## config.mk

```make
export PLATFORM = sky130hd
export DESIGN_NAME = modbus_rtu_frame_sniffer_unit
export DESIGN_NICKNAME = d
export VERILOG_FILES = /design/src/msn_pkg.sv /design/src/msn_front.sv /design/src/msn_queue.sv /design/src/msn_back.sv /design/src/modbus_rtu_frame_sniffer_unit.sv
export VERILOG_INCLUDE_DIRS = /design/src /design/src/src
export SDC_FILE = /design/constraint.sdc
export NUM_CORES = 1
export LEC_CHECK = 0
export BUFFER_PORTS_ARGS = -buffer_cell sky130_fd_sc_hd__buf_2
export CAP_MARGIN = 5
export CORE_ASPECT_RATIO = 1.4
export CORE_MARGIN = 3
export CORE_UTILIZATION = 32
export CTS_CLUSTER_DIAMETER = 30
export CTS_CLUSTER_SIZE = 10
export DETAILED_ROUTE_END_ITERATION = 8
export GPL_TIMING_DRIVEN = 0
export PLACE_DENSITY = 0.51
export SETUP_SLACK_MARGIN = 0.02
export SYNTH_ARGS = -nofsm -noshare
export SYNTH_HDL_FRONTEND = slang
export SYNTH_SLANG_ARGS = --single-unit
```

## constraint.sdc

```tcl
create_clock -name clk -period 13.9 [get_ports clk]
set_input_delay 0 -clock clk [delete_from_list [all_inputs] [get_ports clk]]
set_output_delay 0 -clock clk [all_outputs]
set_load 0.01 [all_outputs]
```

## src/assert_macros.svh

```systemverilog
// Assertion helpers; the clock is clk and the reset is rst_n in every user.
`ifndef ASSERT_MACROS_SVH
`define ASSERT_MACROS_SVH

`ifndef SYNTH

`define ASSERT_CLK(lbl, prop, msg) \
    lbl: assert property (@(posedge clk) disable iff (!rst_n) prop) else $error(msg);

`define ASSERT_NEVER(lbl, cond, msg) \
    lbl: assert property (@(posedge clk) disable iff (!rst_n) !(cond)) else $error(msg);

`else

`define ASSERT_CLK(lbl, prop, msg)

`define ASSERT_NEVER(lbl, cond, msg)

`endif

`endif

```

## src/msn_pkg.sv

```systemverilog
`default_nettype none

package msn_pkg;

    localparam int MAX_FRAME = 256;
    localparam int LEN_W     = 9;
    localparam int HDR_LEN   = 6;
    localparam int HDR_IDX_W = 3;
    localparam int CFG_IDX_W = 2;
    localparam int CFG_W     = 16;

    localparam logic [LEN_W-1:0] MAX_LEN = LEN_W'(MAX_FRAME);

    localparam logic [CFG_IDX_W-1:0] CFG_GAP_TICKS     = 2'd0;
    localparam logic [CFG_IDX_W-1:0] CFG_WATCH_ENABLE  = 2'd1;
    localparam logic [CFG_IDX_W-1:0] CFG_WATCH_ADDRESS = 2'd2;

    localparam logic [15:0] GAP_RESET        = 16'd2005;
    localparam logic        WATCH_EN_RESET   = 1'b1;
    localparam logic [7:0]  WATCH_ADDR_RESET = 8'd11;

    localparam logic [15:0] CRC_INIT = 16'hFFFF;
    localparam logic [15:0] CRC_POLY = 16'hA001;

    localparam logic [7:0] FC_READ_HOLD   = 8'h03;
    localparam logic [7:0] FC_READ_INPUT  = 8'h04;
    localparam logic [7:0] FC_WRITE_SINGLE = 8'h06;
    localparam logic [7:0] FC_WRITE_MULTI = 8'h10;

    localparam logic [2:0] KIND_OTHER     = 3'd0;
    localparam logic [2:0] KIND_READ_REQ  = 3'd1;
    localparam logic [2:0] KIND_READ_RSP  = 3'd2;
    localparam logic [2:0] KIND_WR_SINGLE = 3'd3;
    localparam logic [2:0] KIND_WRM_RSP   = 3'd4;
    localparam logic [2:0] KIND_WRM_REQ   = 3'd5;

    localparam logic OP_BYTE = 1'b0;
    localparam logic OP_TICK = 1'b1;

    typedef struct packed {
        logic [LEN_W-1:0] len;
        logic [7:0]       hdr0;
        logic [7:0]       hdr1;
        logic [7:0]       hdr2;
        logic [7:0]       hdr3;
        logic [7:0]       hdr4;
        logic [7:0]       hdr5;
        logic             crc_zero;
    } frame_snap_t;

    typedef struct packed {
        logic [LEN_W-1:0] frame_length;
        logic             runt;
        logic [7:0]       slave_address;
        logic [7:0]       function_code;
        logic             is_exception;
        logic [7:0]       third_byte;
        logic [2:0]       frame_kind;
        logic [15:0]      first_word;
        logic [15:0]      second_word;
        logic             crc_ok;
        logic             watch_crc_bad;
    } frame_report_t;

    typedef struct packed {
        logic [15:0] gap_ticks;
        logic        watch_enable;
        logic [7:0]  watch_address;
    } cfg_t;

    function automatic logic [15:0] crc_byte(input logic [15:0] c, input logic [7:0] b);
        logic [15:0] r;
        r = c ^ {8'h00, b};
        for (int k = 0; k < 8; k++) begin
            r = r[0] ? ((r >> 1) ^ CRC_POLY) : (r >> 1);
        end
        return r;
    endfunction

endpackage

`default_nettype wire

```

## src/msn_front.sv

```systemverilog
`default_nettype none

module msn_front (
    input  wire logic               clk,
    input  wire logic               rst_n,
    input  wire logic               acc,
    input  wire logic               operation,
    input  wire logic [7:0]         data_byte,
    input  wire logic [15:0]        gap_ticks,
    output logic                    push,
    output msn_pkg::frame_snap_t    snap
);
    import msn_pkg::*;

    `include "assert_macros.svh"

    logic [15:0]      crc_reg, crc_next;
    logic [LEN_W-1:0] cnt_reg, cnt_next;
    logic [15:0]      idle_reg, idle_next;
    logic [7:0]       hdr_reg [HDR_LEN];
    logic [7:0]       hdr_next [HDR_LEN];

    logic             open_w, close_tick, close_byte;
    logic [LEN_W-1:0] base_cnt;
    logic [15:0]      base_crc;

    assign open_w     = (cnt_reg != '0);
    assign close_tick = (operation == OP_TICK) && open_w && (idle_reg >= gap_ticks);
    assign close_byte = (operation == OP_BYTE) && open_w && (idle_reg > gap_ticks);
    assign push       = acc && (close_tick || close_byte);

    assign snap.len      = cnt_reg;
    assign snap.hdr0     = hdr_reg[0];
    assign snap.hdr1     = hdr_reg[1];
    assign snap.hdr2     = hdr_reg[2];
    assign snap.hdr3     = hdr_reg[3];
    assign snap.hdr4     = hdr_reg[4];
    assign snap.hdr5     = hdr_reg[5];
    assign snap.crc_zero = (crc_reg == '0);

    assign base_cnt = close_byte ? '0 : cnt_reg;
    assign base_crc = close_byte ? CRC_INIT : crc_reg;

    always_comb
    begin
        crc_next  = crc_reg;
        cnt_next  = cnt_reg;
        idle_next = idle_reg;
        for (int i = 0; i < HDR_LEN; i++)
        begin
            hdr_next[i] = hdr_reg[i];
        end
        if (acc)
        begin
            if (operation == OP_TICK)
            begin
                if (close_tick)
                begin
                    crc_next  = CRC_INIT;
                    cnt_next  = '0;
                    idle_next = '0;
                    for (int i = 0; i < HDR_LEN; i++)
                    begin
                        hdr_next[i] = '0;
                    end
                end
                else if (open_w)
                begin
                    idle_next = 16'(idle_reg + 16'd1);
                end
            end
            else
            begin
                if (close_byte)
                begin
                    for (int i = 0; i < HDR_LEN; i++)
                    begin
                        hdr_next[i] = '0;
                    end
                end
                if (base_cnt < LEN_W'(HDR_LEN))
                begin
                    hdr_next[base_cnt[HDR_IDX_W-1:0]] = data_byte;
                end
                cnt_next  = (base_cnt < MAX_LEN) ? LEN_W'(base_cnt + 1'b1) : base_cnt;
                crc_next  = crc_byte(base_crc, data_byte);
                idle_next = '0;
            end
        end
    end

    always_ff @(posedge clk or negedge rst_n)
    begin
        if (!rst_n)
        begin
            crc_reg  <= CRC_INIT;
            cnt_reg  <= '0;
            idle_reg <= '0;
            for (int i = 0; i < HDR_LEN; i++)
            begin
                hdr_reg[i] <= '0;
            end
        end
        else
        begin
            crc_reg  <= crc_next;
            cnt_reg  <= cnt_next;
            idle_reg <= idle_next;
            for (int i = 0; i < HDR_LEN; i++)
            begin
                hdr_reg[i] <= hdr_next[i];
            end
        end
    end

    `ASSERT_NEVER(a_idle_without_frame, (cnt_reg == '0) && (idle_reg != '0), "idle count with no frame open")
    `ASSERT_CLK(a_byte_opens_frame, acc && (operation == OP_BYTE) |=> (cnt_reg != '0) && (idle_reg == '0), "byte did not open frame")

endmodule

`default_nettype wire

```

## src/msn_queue.sv

```systemverilog
`default_nettype none

module msn_queue (
    input  wire logic               clk,
    input  wire logic               rst_n,
    input  wire logic               push,
    input  wire msn_pkg::frame_snap_t wr_data,
    input  wire logic               pop,
    output msn_pkg::frame_snap_t    rd_data,
    output logic                    not_empty,
    output logic                    full
);
    import msn_pkg::*;

    `include "assert_macros.svh"

    frame_snap_t mem_reg [2];
    logic        wr_ptr_reg, rd_ptr_reg;
    logic [1:0]  cnt_reg;

    assign not_empty = (cnt_reg != 2'd0);
    assign full      = (cnt_reg == 2'd2);
    assign rd_data   = mem_reg[rd_ptr_reg];

    always_ff @(posedge clk)
    begin
        if (push)
        begin
            mem_reg[wr_ptr_reg] <= wr_data;
        end
    end

    always_ff @(posedge clk or negedge rst_n)
    begin
        if (!rst_n)
        begin
            wr_ptr_reg <= 1'b0;
            rd_ptr_reg <= 1'b0;
            cnt_reg    <= 2'd0;
        end
        else
        begin
            if (push)
            begin
                wr_ptr_reg <= ~wr_ptr_reg;
            end
            if (pop)
            begin
                rd_ptr_reg <= ~rd_ptr_reg;
            end
            cnt_reg <= 2'(cnt_reg + {1'b0, push} - {1'b0, pop});
        end
    end

    `ASSERT_NEVER(a_push_full, push && full, "push into full report queue")

endmodule

`default_nettype wire

```

## src/msn_back.sv

```systemverilog
`default_nettype none

module msn_back (
    input  wire logic                 clk,
    input  wire logic                 rst_n,
    input  wire msn_pkg::frame_snap_t snap,
    input  wire logic                 snap_valid,
    output logic                      pop,
    input  wire logic                 watch_enable,
    input  wire logic [7:0]           watch_address,
    output logic                      out_valid,
    input  wire logic                 out_ready,
    output msn_pkg::frame_report_t    report
);
    import msn_pkg::*;

    `include "assert_macros.svh"

    frame_report_t rpt_reg, rpt_next;
    logic          valid_reg;
    logic          runt_w, crc_ok_w, rd_fc, len8;
    logic [2:0]    kind_w;

    assign pop       = snap_valid && (!valid_reg || out_ready);
    assign out_valid = valid_reg;
    assign report    = rpt_reg;

    assign runt_w   = (snap.len < LEN_W'(4));
    assign crc_ok_w = !runt_w && snap.crc_zero;
    assign rd_fc    = (snap.hdr1 == FC_READ_HOLD) || (snap.hdr1 == FC_READ_INPUT);
    assign len8     = (snap.len == LEN_W'(8));

    always_comb
    begin
        kind_w = KIND_OTHER;
        if (!runt_w && !snap.hdr1[7])
        begin
            if (rd_fc && len8)
            begin
                kind_w = KIND_READ_REQ;
            end
            else if (rd_fc && (snap.len >= LEN_W'(5))
                     && ({1'b0, snap.hdr2} == LEN_W'(snap.len - LEN_W'(5))))
            begin
                kind_w = KIND_READ_RSP;
            end
            else if ((snap.hdr1 == FC_WRITE_SINGLE) && len8)
            begin
                kind_w = KIND_WR_SINGLE;
            end
            else if ((snap.hdr1 == FC_WRITE_MULTI) && len8)
            begin
                kind_w = KIND_WRM_RSP;
            end
            else if ((snap.hdr1 == FC_WRITE_MULTI) && (snap.len > LEN_W'(8)))
            begin
                kind_w = KIND_WRM_REQ;
            end
        end
    end

    always_comb
    begin
        rpt_next.frame_length  = snap.len;
        rpt_next.runt          = runt_w;
        rpt_next.slave_address = snap.hdr0;
        rpt_next.function_code = snap.hdr1;
        rpt_next.is_exception  = snap.hdr1[7];
        rpt_next.third_byte    = snap.hdr2;
        rpt_next.frame_kind    = kind_w;
        rpt_next.first_word    = {snap.hdr2, snap.hdr3};
        rpt_next.second_word   = {snap.hdr4, snap.hdr5};
        rpt_next.crc_ok        = crc_ok_w;
        rpt_next.watch_crc_bad = !runt_w && watch_enable
                                 && (snap.hdr0 == watch_address) && !crc_ok_w;
    end

    always_ff @(posedge clk)
    begin
        if (pop)
        begin
            rpt_reg <= rpt_next;
        end
    end

    always_ff @(posedge clk or negedge rst_n)
    begin
        if (!rst_n)
        begin
            valid_reg <= 1'b0;
        end
        else if (pop)
        begin
            valid_reg <= 1'b1;
        end
        else if (out_ready)
        begin
            valid_reg <= 1'b0;
        end
    end

    `ASSERT_NEVER(a_runt_clean, valid_reg && rpt_reg.runt && (rpt_reg.crc_ok || (rpt_reg.frame_kind != KIND_OTHER) || rpt_reg.watch_crc_bad), "runt report carries verdict")

endmodule

`default_nettype wire

```

## src/modbus_rtu_frame_sniffer_unit.sv

```systemverilog
`default_nettype none

// Modbus RTU bus sniffer. Each input transaction is a received byte
// (operation 0) or one timebase tick (operation 1); one transaction is
// taken every cycle while in_ready is high. A frame closes on the first
// tick after its idle count has reached gap_ticks (or on a byte, if
// gap_ticks was lowered below the running idle count), and then one
// report comes out: length, header fields, kind code and CRC-16 verdict.
// The CRC byte update and frame bookkeeping are registered; closed frames
// pass through a two-entry queue to a decode stage whose registered
// output holds the report until taken. in_ready falls only while that
// queue is full, so a stalled output stops the input after two more
// frames close. Each closed frame is queued, then decoded and registered.
module modbus_rtu_frame_sniffer_unit (
    input  wire logic                         clk,
    input  wire logic                         rst_n,
    input  wire logic                         cfg_we,
    input  wire logic [msn_pkg::CFG_IDX_W-1:0] cfg_index,
    input  wire logic [msn_pkg::CFG_W-1:0]     cfg_data,
    input  wire logic                         in_valid,
    output logic                              in_ready,
    input  wire logic                         operation,
    input  wire logic [7:0]                   data_byte,
    output logic                              out_valid,
    input  wire logic                         out_ready,
    output logic [msn_pkg::LEN_W-1:0]         frame_length,
    output logic                              runt,
    output logic [7:0]                        slave_address,
    output logic [7:0]                        function_code,
    output logic                              is_exception,
    output logic [7:0]                        third_byte,
    output logic [2:0]                        frame_kind,
    output logic [15:0]                       first_word,
    output logic [15:0]                       second_word,
    output logic                              crc_ok,
    output logic                              watch_crc_bad
);
    import msn_pkg::*;

    cfg_t          cfg_reg;
    frame_snap_t   snap_in, snap_out;
    frame_report_t rpt;
    logic          acc, push, pop, q_valid, q_full;

    always_ff @(posedge clk or negedge rst_n)
    begin
        if (!rst_n)
        begin
            cfg_reg.gap_ticks     <= GAP_RESET;
            cfg_reg.watch_enable  <= WATCH_EN_RESET;
            cfg_reg.watch_address <= WATCH_ADDR_RESET;
        end
        else if (cfg_we)
        begin
            case (cfg_index)
                CFG_GAP_TICKS:     cfg_reg.gap_ticks     <= cfg_data;
                CFG_WATCH_ENABLE:  cfg_reg.watch_enable  <= cfg_data[0];
                CFG_WATCH_ADDRESS: cfg_reg.watch_address <= cfg_data[7:0];
                default:           ;
            endcase
        end
    end

    assign in_ready = !q_full;
    assign acc      = in_valid && in_ready;

    msn_front u_front (
        .clk       (clk),
        .rst_n     (rst_n),
        .acc       (acc),
        .operation (operation),
        .data_byte (data_byte),
        .gap_ticks (cfg_reg.gap_ticks),
        .push      (push),
        .snap      (snap_in)
    );

    msn_queue u_queue (
        .clk       (clk),
        .rst_n     (rst_n),
        .push      (push),
        .wr_data   (snap_in),
        .pop       (pop),
        .rd_data   (snap_out),
        .not_empty (q_valid),
        .full      (q_full)
    );

    msn_back u_back (
        .clk           (clk),
        .rst_n         (rst_n),
        .snap          (snap_out),
        .snap_valid    (q_valid),
        .pop           (pop),
        .watch_enable  (cfg_reg.watch_enable),
        .watch_address (cfg_reg.watch_address),
        .out_valid     (out_valid),
        .out_ready     (out_ready),
        .report        (rpt)
    );

    assign frame_length  = rpt.frame_length;
    assign runt          = rpt.runt;
    assign slave_address = rpt.slave_address;
    assign function_code = rpt.function_code;
    assign is_exception  = rpt.is_exception;
    assign third_byte    = rpt.third_byte;
    assign frame_kind    = rpt.frame_kind;
    assign first_word    = rpt.first_word;
    assign second_word   = rpt.second_word;
    assign crc_ok        = rpt.crc_ok;
    assign watch_crc_bad = rpt.watch_crc_bad;

endmodule

`default_nettype wire
```

==> impl_metrics.ini <==
[floorplanning]
die_w_um = 173
fp.coreArea_mm2 = 0.0380
die_area_mm2 = 0.0414
rows = 84
pin_count = 106
die_h_um = 240
initial_core_util = 0.328

[synthesis]
yosys_most_used_dff = edfxtp_1
synth_top_area_cell = edfxtp_1
yosys-top-cells-area = edfxtp_1, dfrtp_1, dfstp_2
synth_cell_types = 67
avgSynthCellArea_um2 = 14.3
async_flop_share = 0.399
yosys.cell_count.top_type = edfxtp_1
yosysWarnings = 0
synth_edf_count = 179
netlist_area_mm2 = 0.0125
synth_seq_cells = 298
syn_inst = 870
synth.net_count = 925
synthTopCellsByCount = edfxtp_1, dfrtp_1, mux2_2, a22o_1, nor2_1
synth.top_cell.area_share = 0.431
yosysSeqAreaShare = 0.673

[clocking]
cts_sinks = 298
cts_buffer_depth = 3
cts_max_level = 2
cts.reportedPaths.clkPinSlew_ns = 0.05
cts_root_buffer = clkbuf_16
cts_made_buffers = 55
cts_tree = built
cts_setup_buffers = 0
insertion_delay_ns = 0.58

[power_and_ir_drop]
seqPwrFrac = 0.368
pwr-share-clk = 0.430
ir_drop_mv = 0.113
finalPower_mw = 3.18
switching_power_mw = 0.879
power_density_mw_per_mm2 = 198
p_leak_nw = 6.69
p_comb_frac = 0.202
internal_power_mw = 2.30
netSwitchingFraction = 0.277

[grt]
grt_pass1_wl_mm = 44.5
gr-usage-met1 = 0.164
use_met3 = 0.0281
grt_antenna_before_repair = 0
grt.busiest_layer = met2
grt_usage = 0.137
grt_max_degree = 87
use_met2 = 0.245
grt_pass1_vias = 7822
grt-ovfl-total = 0

[timing]
rsz0062_at_grt = false
post-route-period-util = 0.278
setup_viol = 0
maxSlewHeadroom = 0.301
hold_viol = 0
slew_violations = 0
fin_crit_ns = 3.87
tns_ns = 0
worst_slew_pin_slew_ns = 1.04
fin_ws_ns = 10.03
max_freq_mhz = 259
finalClockSkew_ns = 0.0502

[setup_path]
path_max_fanout = 21
endpoint_kind = flip-flop
arrival_ns = 4.15
crit_type = flip-flop to flip-flop
startpoint_type = flip-flop
r2r_start = cfg_reg[18]
crit_start = cfg_reg[18]
crit_required_ns = 14.18

[placement]
dp_slack_ns = 9.95
hpwl_mm = 18.8
place_area_mm2 = 0.0138
place_congestion = 0.800
dp_cells = 1488
portBuffers = 96

[hold_path]
hp-start = data_byte[6]
hp-class = primary input to flip-flop

[outcome]
status = finished, final reports clean

[drt]
antenna_violating_nets_post_route = 0
drt_pre_antenna_iters = 5
routedWlPerCell_um = 17.4
drt_iter0_drc = 433
via_per_inst = 4.65
vias = 7573
route.detailed.drc = 0
routed_wl_mm = 28.4

[final_layout]
nets = 1119
drive_gt1_frac = 0.295
final_area_mm2 = 0.0161
antenna_cells = 0
syn_to_final_growth_pct = 28.9
largest_reg_flops = 116
fillers = 3571
finalNonFillerCells = 1627

[run]
cap_violations = 0
critical path: stages (launching register included):
cell and delay [ns]:
dfstp_2 0.51, inv_1 0.05, ha_1 0.29, nand4_1 0.21, or4_1 0.62, and4_1 0.30, nor2_1 0.42, nor2b_4 0.70
buf_16 0.25, buf_16 0.19
through the flow:
| step | hold slack, ns | utilization |
|---|---|---|
| global placement | 0.203 | 0.357 |
| global route | 0.0605 | 0.422 |
| CTS | 0.0457 | 0.422 |
| finish | 0.0488 | 0.422 |
| detailed placement | -0.0786 | 0.362 |
| floorplan | -0.296 | - |
cell type report:
class	instances	area, µm²	share of cell area
multi-input cells	493	3680	0.229
flip-flops and latches	298	8390	0.522
clock buffers	67	1450	0.0903
repair buffers	137	997	0.0620
plain buffers	42	278	0.0173
clock inverters	37	490	0.0305
well taps	516	646	0.0402
inverters	37	139	0.00864
logic make-up after synthesis:
family,Yosys count,share of synthesized area
fa+ha+maj,23,0.0231
flops,298,0.673
compound gates,154,0.0874
simple gates,186,0.0761
xor+xnor,62,0.0466
mux,68,0.0606
buf+inv,79,0.0334
routing by layer:
layer	part of all wire	vias up
li1	-	3610
met1	0.42	3747
met2	0.52	169
met3	0.043	47
met4	0.022	0
met5	0	-
layout by cell type (no fill, tap or decap), types with 11 or more instances in the layout:
cell type	netlist	routed
xnor2_1	35	35
dlygate4sd3_1	0	34
a21oi_1	25	24
clkbuf_16	0	55
ha_1	23	23
edfxtp_1	179	179
xor2_1	24	24
mux2_2	60	60
nor3_1	11	11
o21ai_0	36	36
dfstp_2	28	28
dfrtp_1	91	91
nor2_1	54	54
clkbuf_1	14	23
nand2_1	45	45
inv_1	37	37
buf_2	6	101
buf_4	12	12
a22o_1	54	54
power by group through the flow:
stage / clock network [mW] / registers (mW) / logic [mW]
global route: 1.44 / 1.19 / 0.707
detailed placement: 0 / 1.19 / 0.643
finish: 1.37 / 1.17 / 0.642
floorplan: 0 / 1.22 / 0.400
global placement: 0 / 1.20 / 0.619
CTS: 1.40 / 1.17 / 0.656
worst paths after layout:
| kind | endpoint | slack (ns) | depth (start not counted) |
|---|---|---|---|
| min in group asynchronous | cfg_reg[3] | 0.50 | 3 |
| hold reg to reg | u_queue.mem_reg[0][41] | 0.47 | 0 |
| max in group asynchronous | u_front.crc_reg[10] | 12.89 | 4 |
| setup / recovery | u_queue.mem_reg[0][4] | 10.03 | 9 |
| hold / removal | u_front.snap[39] | 0.05 | 2 |
| setup reg to reg | u_queue.mem_reg[0][4] | 10.03 | 9 |
what timing repair did:
action | CTS | global route
endpoints found under the hold margin | 156 | 0
gates resized for setup | 0 | 0
hold buffers | 35 | 0
No activity file was read; power rests on OpenSTA's default activity.
